--- src/rtl/assert_macros.svh ---
// Assertion macros for the RTL top module
`ifndef ASSERT_MACROS_SVH
`define ASSERT_MACROS_SVH

// Clocked check, switched off while reset is held
`define ASSERT_CLK(label, prop, msg) \
  label: assert property (@(posedge clk) disable iff (!rst_n) (prop)) else $error(msg);

// Clocked check that also runs through reset
`define ASSERT_CLK_ALWAYS(label, prop, msg) \
  label: assert property (@(posedge clk) (prop)) else $error(msg);

`endif

--- src/rtl/cpe_pkg.sv ---
// Constants, widths and helper functions of the complementary pitch estimator
package cpe_pkg;

  // sample and result widths
  localparam int SAMPLE_W     = 16;
  localparam int OUT_W        = 25;
  localparam int CORDIC_STEPS = 16;

  // configuration port
  localparam int CFG_IDX_W    = 2;
  localparam int CFG_DATA_W   = 21;
  localparam int CFG_WEIGHT_W = 16;
  localparam int CFG_PERIOD_W = 16;
  localparam int CFG_OFFSET_W = 21;

  localparam logic [CFG_IDX_W-1:0] CFG_BLEND_WEIGHT  = CFG_IDX_W'(0);
  localparam logic [CFG_IDX_W-1:0] CFG_SAMPLE_PERIOD = CFG_IDX_W'(1);
  localparam logic [CFG_IDX_W-1:0] CFG_PITCH_OFFSET  = CFG_IDX_W'(2);

  localparam logic [CFG_WEIGHT_W-1:0]        BLEND_RST  = CFG_WEIGHT_W'(64723);
  localparam logic [CFG_PERIOD_W-1:0]        PERIOD_RST = CFG_PERIOD_W'(131);
  localparam logic signed [CFG_OFFSET_W-1:0] OFFSET_RST = CFG_OFFSET_W'(211026);

  // square root datapath: (ay^2 + az^2) << 16
  localparam int SQ_W      = 2 * SAMPLE_W;
  localparam int DEN_SHIFT = 16;
  localparam int REM_W     = SQ_W + DEN_SHIFT;
  localparam int ROOT_W    = REM_W / 2;
  localparam logic [REM_W-1:0] BIT_INIT = REM_W'(1) << (REM_W - 2);

  // CORDIC datapath
  localparam int NUM_SHIFT = 8;
  localparam int CORD_W    = ROOT_W + 4;
  localparam int Z_W       = 25;
  localparam int ATAN_W    = 22;
  localparam int STEP_W    = $clog2(ROOT_W);

  // shared multiplier
  localparam int MUL_A_W = (SAMPLE_W + 2 > 18) ? SAMPLE_W + 2 : 18;
  localparam int MUL_B_W = 28;
  localparam int PROD_W  = MUL_A_W + MUL_B_W;
  localparam int PRED_W  = MUL_B_W;
  localparam int ONE_Q16 = 65536;

  localparam int RATE_SHIFT = 6;
  localparam int MIX_SHIFT  = 16;
  localparam logic signed [PROD_W-1:0] RATE_RND = PROD_W'(32);
  localparam logic signed [PROD_W-1:0] MIX_RND  = PROD_W'(32768);

  // saturation
  localparam int SAT_IN_W = PROD_W - MIX_SHIFT;
  localparam logic signed [OUT_W-1:0]    OUT_MAX = {1'b0, {(OUT_W-1){1'b1}}};
  localparam logic signed [OUT_W-1:0]    OUT_MIN = {1'b1, {(OUT_W-1){1'b0}}};
  localparam logic signed [SAT_IN_W-1:0] SAT_HI  = SAT_IN_W'(OUT_MAX);
  localparam logic signed [SAT_IN_W-1:0] SAT_LO  = SAT_IN_W'(OUT_MIN);

  // atan(2^-i) in degrees, Q8.16, rounded to nearest
  function automatic logic [ATAN_W-1:0] atan_lut(input logic [STEP_W-1:0] idx);
    logic [ATAN_W-1:0] v;
    unique case (idx)
      STEP_W'(0):  v = ATAN_W'(2949120);
      STEP_W'(1):  v = ATAN_W'(1740967);
      STEP_W'(2):  v = ATAN_W'(919879);
      STEP_W'(3):  v = ATAN_W'(466945);
      STEP_W'(4):  v = ATAN_W'(234379);
      STEP_W'(5):  v = ATAN_W'(117304);
      STEP_W'(6):  v = ATAN_W'(58666);
      STEP_W'(7):  v = ATAN_W'(29335);
      STEP_W'(8):  v = ATAN_W'(14668);
      STEP_W'(9):  v = ATAN_W'(7334);
      STEP_W'(10): v = ATAN_W'(3667);
      STEP_W'(11): v = ATAN_W'(1833);
      STEP_W'(12): v = ATAN_W'(917);
      STEP_W'(13): v = ATAN_W'(458);
      STEP_W'(14): v = ATAN_W'(229);
      STEP_W'(15): v = ATAN_W'(115);
      STEP_W'(16): v = ATAN_W'(57);
      STEP_W'(17): v = ATAN_W'(29);
      STEP_W'(18): v = ATAN_W'(14);
      STEP_W'(19): v = ATAN_W'(7);
      STEP_W'(20): v = ATAN_W'(4);
      STEP_W'(21): v = ATAN_W'(2);
      STEP_W'(22): v = ATAN_W'(1);
      default:     v = '0;
    endcase
    return v;
  endfunction

  // clamp a wide angle to the output range
  function automatic logic signed [OUT_W-1:0] sat_out(input logic signed [SAT_IN_W-1:0] v);
    logic signed [OUT_W-1:0] r;
    if (v > SAT_HI) begin
      r = OUT_MAX;
    end else if (v < SAT_LO) begin
      r = OUT_MIN;
    end else begin
      r = OUT_W'(v);
    end
    return r;
  endfunction

endpackage

--- src/rtl/complementary_pitch_estimator_top.sv ---
// Complementary pitch estimator: sequencer, square root, CORDIC and shared multiplier
//
// Usage:
//   Input channel (in_valid/in_ready): one IMU sample per beat, accelerometer
//   x/y/z in 1/16384 g and pitch rate in 1/64 deg/s, all two's complement.
//   Result channel (out_valid/out_ready): one beat per sample carrying the
//   blended pitch estimate and the accelerometer pitch, Q8.16 degrees.
//   Configuration port (cfg_we/cfg_index/cfg_wdata): blend weight, sample
//   period and pitch offset; write it only while the block is idle.
//   Sequence: the result beat is offered from the final state once the output
//   register is free. The 24-step square root and the CORDIC_STEPS
//   vectoring loop dominate; the shared multiplier makes five passes.
//   Flow: one sample in flight at a time; in_ready is high only while the
//   sequencer is idle.
//   Stall: a finished result sits in the output register; the next sample is
//   taken and worked on meanwhile, and its result waits in the final state
//   until the output register frees up.
//   Reset: clears the sequencer, the output valid, the pitch estimate (to
//   zero) and restores the configuration defaults.
`include "assert_macros.svh"

module complementary_pitch_estimator_top (
  input  logic                                  clk,
  input  logic                                  rst_n,
  input  logic                                  in_valid,
  output logic                                  in_ready,
  input  logic signed [cpe_pkg::SAMPLE_W-1:0]   in_accel_x,
  input  logic signed [cpe_pkg::SAMPLE_W-1:0]   in_accel_y,
  input  logic signed [cpe_pkg::SAMPLE_W-1:0]   in_accel_z,
  input  logic signed [cpe_pkg::SAMPLE_W-1:0]   in_pitch_rate,
  output logic                                  out_valid,
  input  logic                                  out_ready,
  output logic signed [cpe_pkg::OUT_W-1:0]      out_pitch_estimate,
  output logic signed [cpe_pkg::OUT_W-1:0]      out_accel_pitch,
  input  logic                                  cfg_we,
  input  logic [cpe_pkg::CFG_IDX_W-1:0]         cfg_index,
  input  logic [cpe_pkg::CFG_DATA_W-1:0]        cfg_wdata
);

  // one-hot sequencer states
  typedef enum logic [13:0] {
    ST_IDLE     = 14'b00000000000001,
    ST_MUL_Y    = 14'b00000000000010,
    ST_MUL_Z    = 14'b00000000000100,
    ST_SQ_INIT  = 14'b00000000001000,
    ST_SQRT     = 14'b00000000010000,
    ST_CORD_LD  = 14'b00000000100000,
    ST_CORDIC   = 14'b00000001000000,
    ST_OFFSET   = 14'b00000010000000,
    ST_MUL_RATE = 14'b00000100000000,
    ST_PRED     = 14'b00001000000000,
    ST_MUL_A    = 14'b00010000000000,
    ST_MUL_B    = 14'b00100000000000,
    ST_FIN      = 14'b01000000000000,
    ST_DONE     = 14'b10000000000000
  } state_t;

  state_t state_r, state_nxt;

  // configuration
  logic [cpe_pkg::CFG_WEIGHT_W-1:0]        blend_weight_r;
  logic [cpe_pkg::CFG_PERIOD_W-1:0]        sample_period_r;
  logic signed [cpe_pkg::CFG_OFFSET_W-1:0] pitch_offset_r;

  // captured sample
  logic signed [cpe_pkg::SAMPLE_W-1:0] ax_r, ay_r, az_r, rate_r;

  // square root
  logic [cpe_pkg::SQ_W-2:0]    sq_r;
  logic [cpe_pkg::REM_W-1:0]   rem_r, root_r, bit_r, trial;
  logic                        take_bit;
  logic [cpe_pkg::ROOT_W-1:0]  denom;

  // CORDIC
  logic [cpe_pkg::STEP_W-1:0]        step_r;
  logic signed [cpe_pkg::CORD_W-1:0] x_r, y_r, x_sh, y_sh;
  logic signed [cpe_pkg::Z_W-1:0]    z_r, atan_step;

  // shared multiplier and blend
  logic signed [cpe_pkg::MUL_A_W-1:0]  mul_a;
  logic signed [cpe_pkg::MUL_B_W-1:0]  mul_b;
  logic signed [cpe_pkg::PROD_W-1:0]   mul_p, prod_r, mix_r, rate_sum, fin_sum;
  logic                                mul_en;
  logic signed [cpe_pkg::SAT_IN_W-1:0] acc_sum;
  logic signed [cpe_pkg::PRED_W-1:0]   pred_r;
  logic signed [cpe_pkg::OUT_W-1:0]    acc_r, pitch_state_r;

  // output register
  logic                             out_valid_r;
  logic signed [cpe_pkg::OUT_W-1:0] out_est_r, out_acc_r;
  logic                             out_load;

  assign in_ready           = (state_r == ST_IDLE);
  assign out_valid          = out_valid_r;
  assign out_pitch_estimate = out_est_r;
  assign out_accel_pitch    = out_acc_r;

  // the result may leave the final state once the output register is free
  assign out_load = (state_r == ST_DONE) && (!out_valid_r || out_ready);

  // sequencer
  always_comb begin
    state_nxt = state_r;
    unique case (state_r)
      ST_IDLE:     if (in_valid) state_nxt = ST_MUL_Y;
      ST_MUL_Y:    state_nxt = ST_MUL_Z;
      ST_MUL_Z:    state_nxt = ST_SQ_INIT;
      ST_SQ_INIT:  state_nxt = ST_SQRT;
      ST_SQRT:     if (step_r == cpe_pkg::STEP_W'(cpe_pkg::ROOT_W - 1)) state_nxt = ST_CORD_LD;
      ST_CORD_LD:  state_nxt = ST_CORDIC;
      ST_CORDIC: begin
        if (step_r == cpe_pkg::STEP_W'(cpe_pkg::CORDIC_STEPS - 1)) state_nxt = ST_OFFSET;
      end
      ST_OFFSET:   state_nxt = ST_MUL_RATE;
      ST_MUL_RATE: state_nxt = ST_PRED;
      ST_PRED:     state_nxt = ST_MUL_A;
      ST_MUL_A:    state_nxt = ST_MUL_B;
      ST_MUL_B:    state_nxt = ST_FIN;
      ST_FIN:      state_nxt = ST_DONE;
      ST_DONE:     if (out_load) state_nxt = ST_IDLE;
      default:     state_nxt = ST_IDLE;
    endcase
  end

  // shared multiplier operand selection
  always_comb begin
    mul_a  = '0;
    mul_b  = '0;
    mul_en = 1'b1;
    unique case (state_r)
      ST_MUL_Y: begin
        mul_a = cpe_pkg::MUL_A_W'(ay_r);
        mul_b = cpe_pkg::MUL_B_W'(ay_r);
      end
      ST_MUL_Z: begin
        mul_a = cpe_pkg::MUL_A_W'(az_r);
        mul_b = cpe_pkg::MUL_B_W'(az_r);
      end
      ST_MUL_RATE: begin
        mul_a = cpe_pkg::MUL_A_W'(sample_period_r);
        mul_b = cpe_pkg::MUL_B_W'(rate_r);
      end
      ST_MUL_A: begin
        mul_a = cpe_pkg::MUL_A_W'(blend_weight_r);
        mul_b = pred_r;
      end
      ST_MUL_B: begin
        mul_a = cpe_pkg::MUL_A_W'(cpe_pkg::ONE_Q16) - cpe_pkg::MUL_A_W'(blend_weight_r);
        mul_b = cpe_pkg::MUL_B_W'(acc_r);
      end
      default: mul_en = 1'b0;
    endcase
  end

  assign mul_p = mul_a * mul_b;

  // square-root step: one result bit per cycle
  assign trial    = root_r + bit_r;
  assign take_bit = (rem_r >= trial);
  // a zero denominator becomes one LSB
  assign denom    = (root_r[cpe_pkg::ROOT_W-1:0] == '0) ? cpe_pkg::ROOT_W'(1)
                                                          : root_r[cpe_pkg::ROOT_W-1:0];

  // CORDIC vectoring step: x and y each shifted right by the step index
  assign x_sh      = x_r >>> step_r;
  assign y_sh      = y_r >>> step_r;
  assign atan_step = cpe_pkg::Z_W'(cpe_pkg::atan_lut(step_r));

  // offset, rate rounding and blend rounding
  assign acc_sum  = cpe_pkg::SAT_IN_W'(z_r) + cpe_pkg::SAT_IN_W'(pitch_offset_r);
  assign rate_sum = prod_r + cpe_pkg::RATE_RND;
  assign fin_sum  = mix_r + prod_r;

  // control state, configuration and estimate
  always_ff @(posedge clk) begin
    if (!rst_n) begin
      state_r         <= ST_IDLE;
      out_valid_r     <= 1'b0;
      pitch_state_r   <= '0;
      blend_weight_r  <= cpe_pkg::BLEND_RST;
      sample_period_r <= cpe_pkg::PERIOD_RST;
      pitch_offset_r  <= cpe_pkg::OFFSET_RST;
    end else begin
      state_r <= state_nxt;
      if (out_load) begin
        out_valid_r <= 1'b1;
      end else if (out_ready) begin
        out_valid_r <= 1'b0;
      end
      if (state_r == ST_FIN) begin
        pitch_state_r <= cpe_pkg::sat_out(
          signed'(fin_sum[cpe_pkg::PROD_W-1:cpe_pkg::MIX_SHIFT]));
      end
      if (cfg_we) begin
        unique case (cfg_index)
          cpe_pkg::CFG_BLEND_WEIGHT:  blend_weight_r  <= cfg_wdata[cpe_pkg::CFG_WEIGHT_W-1:0];
          cpe_pkg::CFG_SAMPLE_PERIOD: sample_period_r <= cfg_wdata[cpe_pkg::CFG_PERIOD_W-1:0];
          cpe_pkg::CFG_PITCH_OFFSET:  pitch_offset_r  <= signed'(cfg_wdata[cpe_pkg::CFG_OFFSET_W-1:0]);
          default: ;
        endcase
      end
    end
  end

  // datapath registers
  always_ff @(posedge clk) begin
    if (in_valid && in_ready) begin
      ax_r   <= in_accel_x;
      ay_r   <= in_accel_y;
      az_r   <= in_accel_z;
      rate_r <= in_pitch_rate;
    end

    if (mul_en) begin
      prod_r <= mul_p;
    end

    unique case (state_r)
      ST_MUL_Z: sq_r <= prod_r[cpe_pkg::SQ_W-2:0];
      ST_SQ_INIT: begin
        rem_r  <= {cpe_pkg::SQ_W'(sq_r) + prod_r[cpe_pkg::SQ_W-1:0],
                   cpe_pkg::DEN_SHIFT'(0)};
        root_r <= '0;
        bit_r  <= cpe_pkg::BIT_INIT;
        step_r <= '0;
      end
      ST_SQRT: begin
        if (take_bit) begin
          rem_r  <= rem_r - trial;
          root_r <= (root_r >> 1) + bit_r;
        end else begin
          root_r <= root_r >> 1;
        end
        bit_r  <= bit_r >> 2;
        step_r <= step_r + cpe_pkg::STEP_W'(1);
      end
      ST_CORD_LD: begin
        x_r    <= cpe_pkg::CORD_W'(denom);
        y_r    <= -(cpe_pkg::CORD_W'(ax_r) <<< cpe_pkg::NUM_SHIFT);
        z_r    <= '0;
        step_r <= '0;
      end
      ST_CORDIC: begin
        if (!y_r[cpe_pkg::CORD_W-1]) begin
          x_r <= x_r + y_sh;
          y_r <= y_r - x_sh;
          z_r <= z_r + atan_step;
        end else begin
          x_r <= x_r - y_sh;
          y_r <= y_r + x_sh;
          z_r <= z_r - atan_step;
        end
        step_r <= step_r + cpe_pkg::STEP_W'(1);
      end
      ST_OFFSET: acc_r <= cpe_pkg::sat_out(acc_sum);
      ST_PRED: begin
        pred_r <= cpe_pkg::PRED_W'(pitch_state_r)
                + cpe_pkg::PRED_W'(signed'(rate_sum[cpe_pkg::PROD_W-1:cpe_pkg::RATE_SHIFT]));
      end
      ST_MUL_B: mix_r <= prod_r + cpe_pkg::MIX_RND;
      default: ;
    endcase

    if (out_load) begin
      out_est_r <= pitch_state_r;
      out_acc_r <= acc_r;
    end
  end

  // checks
  `ASSERT_CLK_ALWAYS(a_reset_idle, !rst_n |=> (state_r == ST_IDLE) && !out_valid_r, "reset did not clear sequencer or output valid")
  `ASSERT_CLK(a_accept_starts, in_valid && in_ready |=> state_r == ST_MUL_Y, "accepted beat did not start the sequence")
  `ASSERT_CLK(a_denom_nonzero, state_r == ST_CORD_LD |=> x_r != '0, "CORDIC loaded with zero denominator")
  `ASSERT_CLK(a_cordic_x_pos, state_r == ST_CORDIC |-> !x_r[cpe_pkg::CORD_W-1], "CORDIC x went negative")
  `ASSERT_CLK(a_hold_result, state_r == ST_DONE && out_valid_r && !out_ready |=> state_r == ST_DONE, "result left while output register was full")

endmodule
--- config.mk ---
export PLATFORM = sky130hd
export DESIGN_NAME = complementary_pitch_estimator_top
export DESIGN_NICKNAME = d
export VERILOG_FILES = /design/src/rtl/cpe_pkg.sv /design/src/rtl/complementary_pitch_estimator_top.sv
export VERILOG_INCLUDE_DIRS = /design/src /design/src/rtl
export SDC_FILE = /design/constraint.sdc
export NUM_CORES = 2
export LEC_CHECK = 0
export BUFFER_PORTS_ARGS = -buffer_cell sky130_fd_sc_hd__buf_2
export CAP_MARGIN = 20
export CORE_MARGIN = 4
export CORE_UTILIZATION = 30
export DETAILED_ROUTE_END_ITERATION = 12
export GPL_TIMING_DRIVEN = 0
export PLACE_DENSITY = 0.53
export SETUP_SLACK_MARGIN = 0.02
export SYNTH_ARGS = -nofsm -noshare
export SYNTH_HDL_FRONTEND = slang
export SYNTH_SLANG_ARGS = --single-unit
--- constraint.sdc ---
create_clock -name clk -period 21.2 [get_ports clk]
set_input_delay 4.24 -clock clk [delete_from_list [all_inputs] [get_ports clk]]
set_output_delay 4.24 -clock clk [all_outputs]
set_load 0.02 [all_outputs]
### Word level (Yosys, flattened, before mapping)

Memory sizes are Yosys's and may differ from the RTL's. A register that Yosys moved wholly into a read port is not among the register bits.
Cells that the tools add are included.

* add/sub/neg operators: 18
* multiply operators: 1
* $lt $le $gt $ge: 5
* eq/ne operators: 23
* shifts and indexed selects: 2
* mux-type cells: 27
* reductions and logical operators: 18

Operator list (count)
* case mux 48 bit (2 select lines): 3
* case mux 14 bit (14 select lines): 1
* case mux 28 bit (5 select lines): 1
* case mux 28 bit (2 select lines): 2
* 2-to-1 mux 25 bit: 4
* 2-to-1 mux 48 bit: 2
* case mux 18 bit (5 select lines): 1
* adder 28 bit: 2
* 2-to-1 mux 14 bit: 4
* 2-to-1 mux 28 bit: 2
* >>> shifter 28 x 5 -> 28 bit: 2
* subtractor 28 bit: 2
* case mux 25 bit (2 select lines): 1
* adder 47 x 48 -> 48 bit: 1
* adder 48 bit: 1
* >= comparator 48 bit: 1
* subtractor 48 bit: 1
* adder 46 x 17 -> 46 bit (second input constant): 1
* adder 46 bit: 1
* multiplier 18 x 28 -> 46 bit: 1
* adder 34 x 7 -> 34 bit (second input constant): 1
* adder 31 x 32 -> 32 bit: 1
* greater-than comparator 30 x 25 -> 1 bit (second input constant): 1
* < comparator 30 x 25 -> 1 bit (second input constant): 1
* 42 further kinds: 56

* bits in registers: 613
* memory bits (read-only): 704
* output and inout bits: 52
* memories: 1

Memory list
* (no name shown): depth 32, bits a word 22, read ports 1, clocked after memory_dff 1, wr ports 0, RTL line cpe_pkg.sv:60 `unique case (idx)`

### Logic depth before layout (Yosys ltp)

* word-level depth: 5
* depth in mapped cells: 41
* mapped depth without buffers: 37

### Least setup slack after synthesis

No wires, ideal clock.

* path type: register to register
* from: register state_r[3]
* to: register prod_r[45] (netlist bit) (data pin)
* setup time: 0.259 ns
* arrival: 9.762 ns
* required time: 20.941 ns
* path slack: 11.178 ns
* stages on the path, launching flop included: 35
* path buffers: 4
* period minus slack after synthesis: 10.022 ns
* path through: dfxtp_1 > clkbuf_1 > nor4_1 > and3_1 > nand2_1 > or3_1 > or3b_1 > clkbuf_1 > inv_2 > clkbuf_1 > clkbuf_1 > a221oi_1 > nor2_1 > fa_1 > inv_1 > fa_1 > fa_1 > inv_1 > fa_1 > fa_1 > inv_1 > fa_1 > inv_1 > ha_1 > or4_1 > a21oi_1 > o41ai_1 > a31oi_1 > o31ai_1 > a211oi_1 > a21oi_1 > nand4_1 > o21ai_0 > a21oi_1 > xnor2_1

* word-level cells in the longest chain between the ends: 3
* elaborated cells on any way between the ends: 8
* those cells by class: mul: 1; eq/ne: 5; mux: 2

Ends and longest elaborated chain
* start: declaration: RTL line complementary_pitch_estimator_top.sv:58 `state_t state_r, state_nxt;`
* start signal: assignment: RTL line complementary_pitch_estimator_top.sv:184 `state_r <= state_nxt;`
* equality test 14 x 12 -> 1 bit (tied with other cells): RTL line complementary_pitch_estimator_top.sv:130 `unique case (state_r)`
* case mux 18 bit (5 select lines) or case mux 28 bit (5 select lines) (tied branches): RTL line complementary_pitch_estimator_top.sv:130
* multiplier 18 x 28 -> 46 bit (*): RTL line complementary_pitch_estimator_top.sv:155 `assign mul_p = mul_a * mul_b;`
* named net mul_p (one bit): RTL line complementary_pitch_estimator_top.sv:82 `logic signed [cpe_pkg::PROD_W-1:0] mul_p, prod_r, mix_r, rate_sum, fin_sum;`
* end signal: assignment: RTL line complementary_pitch_estimator_top.sv:215 `prod_r <= mul_p;`
* end: declaration: RTL line complementary_pitch_estimator_top.sv:82

The timed path passes the listed nets; every way through them passes the cells marked *.
A chain may end at the register's enable or synchronous reset.

### Worst setup path after layout

* from: register state_r[10]
* to: register prod_r[45] (netlist bit) (data pin)

Same word-level chain as after synthesis.

==> results_dict.tcl <==
set metrics [dict create \
    combinationalPowerShare_pct 12.7 \
    timing_worst_setup_path_type "flop to flop" \
    ys_types 102 \
    hp-class "flop to flop" \
    startpoint_type "flop" \
    dieArea_mm2 0.2073 \
    grt.total_usage_pct 19.40 \
    synthAdderAreaFrac_pct 25.59 \
    synth_xor_area_share_pct 6.991 \
    setup-violations-final 0 \
    seqPwrFrac_pct 44.4 \
    crit_fanout 10 \
    clock-sinks 611 \
    synth_edf_count 496 \
    cp-end-kind "flop" \
    gp_congestion 0.9605 \
    max_slew.worst_pin.slew_ns 1.343 \
    core.rowCount 163 \
    required_ns 21.57 \
    peakVddDrop_v 0.00006123 \
    async_flop_share_pct 0 \
    grt_overflow_total 0 \
    cpPeakStageDelay_ns 0.82 \
    min_period_ns 12.08 \
    postCtsSetupBuffers 0 \
    ys_seq_elements 611 \
    num_vias 48760 \
    fin_setup_tns_ns 0 \
    fin_cells 9444 \
    synth_mux_area_share_pct 3.048 \
    worst_path_max_delay_cell "clkbuf_1" \
    clock_latency_ns 0.70 \
    nets 7758 \
    vias_per_cell 5.163 \
    die_h_um 455.3 \
    ys_seq_area_share_pct 28.66 \
    finalMaxSlewViolations 0 \
    rsz0062_at_grt "no" \
    cts_made_buffers 75 \
    antenna_left 0 \
    syn_avg_cell_area_um2 9.262 \
    antenna_found_initial 4 \
    fin_skew_ns 0.05891 \
    p_int_mw 2.199 \
    power_mw 3.073 \
    io_pins 144 \
    dp_hpwl_um 166200 \
    drt-pass1-iter-count 8 \
    coreArea_mm2 0.1980 \
    fin_crit_sh_pct 56.98 \
    dp_cells 9298 \
    cp.arrival_ns 12.45 \
    clkPwrFrac_pct 42.9 \
    grt_pass1_vias 48830 \
    drv_cap 0 \
    whs_ns 0.4816 \
    cp_common_cell "fa_1" \
    p_leak_nw 27.83 \
    drc 0 \
    p_sw_share_pct 28.43 \
    cts_tree "yes" \
    cts_root_buffer "clkbuf_16" \
    routedWlPerCell_um 21.59 \
    netlist_instances 6479 \
    max_freq_ghz 0.08279 \
    clk_path_buf_depth 3 \
    synth_top_family_by_area "adder cells" \
    grt_max_degree 56 \
    place_ws_ns 9.448 \
    fp.dieW_um 455.3 \
    hold_violations 0 \
    syn-cell-area_mm2 0.06001 \
    syn2layout_area_growth_pct 11.69 \
    grt_pass1_wl_um 306400 \
    synthFlopType "edfxtp_1" \
    first_iter_violations 4010 \
    net-switching-power_uw 873.6 \
    clk_pin_slew_ns 0.06 \
    cts_resized 0 \
    layout_setup_ws_ns 9.121 \
    maxSlewHeadroom_pct 10.44 \
    synth_compound_area_share_pct 14.51 \
    start_util_pct 30.30 \
    fillCellCount 20320 \
    drt_wl_total_um 203900 \
    synth_simple_gate_area_share_pct 14.99 \
    drive_gt1_share_pct 6.809 \
    portBuffers 142 \
    cts.hold.buffers_added 0 \
    outcome "complete, no violations" \
    powerDensity_mw_per_mm2 45.85 \
    htree_levels 3 \
    ys_warn_count 0 \
]
-- synth_stat cells (58+ instances only) --
cell type | count | area [µm²]
nor2_1 | 597 | 2241
a31oi_1 | 73 | 456.7
and3_1 | 64 | 400.4
ha_1 | 430 | 5380
nor3_1 | 72 | 360.4
nor2b_1 | 58 | 362.9
dfxtp_1 | 115 | 2302
edfxtp_1 | 496 | 14890
fa_1 | 497 | 9950
a21oi_1 | 405 | 2027
and2_1 | 76 | 475.5
xor2_1 | 183 | 1603
inv_1 | 703 | 2639
xnor2_1 | 296 | 2592
nand2_1 | 797 | 2992
clkbuf_1 | 205 | 769.5
a21o_1 | 168 | 1261
o21ai_0 | 295 | 1476
nand3_1 | 113 | 565.5
-- final timing paths --
kind / start / to / slack [ns] / cells past startpoint
setup / recovery: state_r[10] / prod_r[45] / 9.12 / 31
hold / removal: pitch_offset_r[10] / pitch_offset_r[10] / 0.48 / 2
setup reg to reg: state_r[10] / prod_r[45] / 9.12 / 31
hold reg to reg: pitch_offset_r[10] / pitch_offset_r[10] / 0.48 / 2
-- placed cells by master, fill, tap and decap left out, drive strengths merged, types with 168 or more instances in the layout --
cell	instances
buf	220
inv	712
clkbuf	296
nand2	797
edfxtp	496
ha	430
o21ai	316
xnor2	296
a21o	168
nor2	599
a21oi	406
fa	497
xor2	183
-- critical path: cells and delay by family (launching register included) --
kind | cells | cell delay (ns)
simple gates | 7 | 2.97
fa+ha+maj | 7 | 3.27
xor+xnor | 1 | 0.13
compound gates | 10 | 2.54
flops | 1 | 0.35
buf+inv | 6 | 2.44
-- routing by layer --
metal  vias up  share of wire [%]  global-route usage, %
met4         0                5.5                  9.092
met5         -                  0                      0
met1     24080                 41                  24.35
met3       423                5.8                  3.070
li1      22770                  -                      -
met2      1483                 48                  32.69
-- power by group through the flow --
stage          sequential (mW)  clock [mW]  combinational [mW]
4_1_cts                   1.36        1.35               0.389
3_5_place_dp              1.39           0               0.386
2_1_floorplan             1.37           0               0.250
5_1_grt                   1.37        1.40               0.429
6_report                  1.36        1.32               0.392
3_3_place_gp              1.39           0               0.376
-- per-stage QoR --
stage          utilization, %  instance area, µm²
4_1_cts                 33.82               66970
3_5_place_dp            32.57               64490
5_1_grt                 33.84               67020
6_report                33.85               67030
3_3_place_gp            32.35               64070
2_1_floorplan               -               60050
-- cells by family (layout without fill, tap and decap cells) --
family | after synthesis | after routing
buffers and inverters | 966 | 1276
xor gates and xnor gates | 479 | 479
and+or+nand+nor | 2011 | 2011
adders and majority gates | 930 | 930
DFF | 611 | 611
AOI/OAI and AO/OA | 1370 | 1370
muxes | 110 | 110
other | 2 | 17
-- state kept, by name (all words and copies together) (netlist names), 16 cells and up --
name	flops
y_r	28
ay_r	16
pred_r	28
z_r	25
x_r	28
atan_step	22
root_r	48
out_accel_pitch	25
prod_r	46
rem_r	48
bit_r	24
acc_r	25
rate_r	16
ax_r	16
pitch_state_r	25
out_pitch_estimate	25
mix_r	46
sq_r	31
sample_period_r	16
az_r	16
blend_weight_r	16
pitch_offset_r	21
-- area by class of cell --
class,count,area (µm²),area share (%)
multi-input cells,4913,39230,58.52
clock buffers,88,1947,2.905
flip-flops and latches,611,17200,25.66
diodes,4,10.01,0.01493
inverters,710,2665,3.976
repair buffers,172,1086,1.620
clock inverters,50,534.3,0.7971
plain buffers,256,1057,1.577
well taps,2640,3303,4.928
Power figures use the tool's default switching activity.
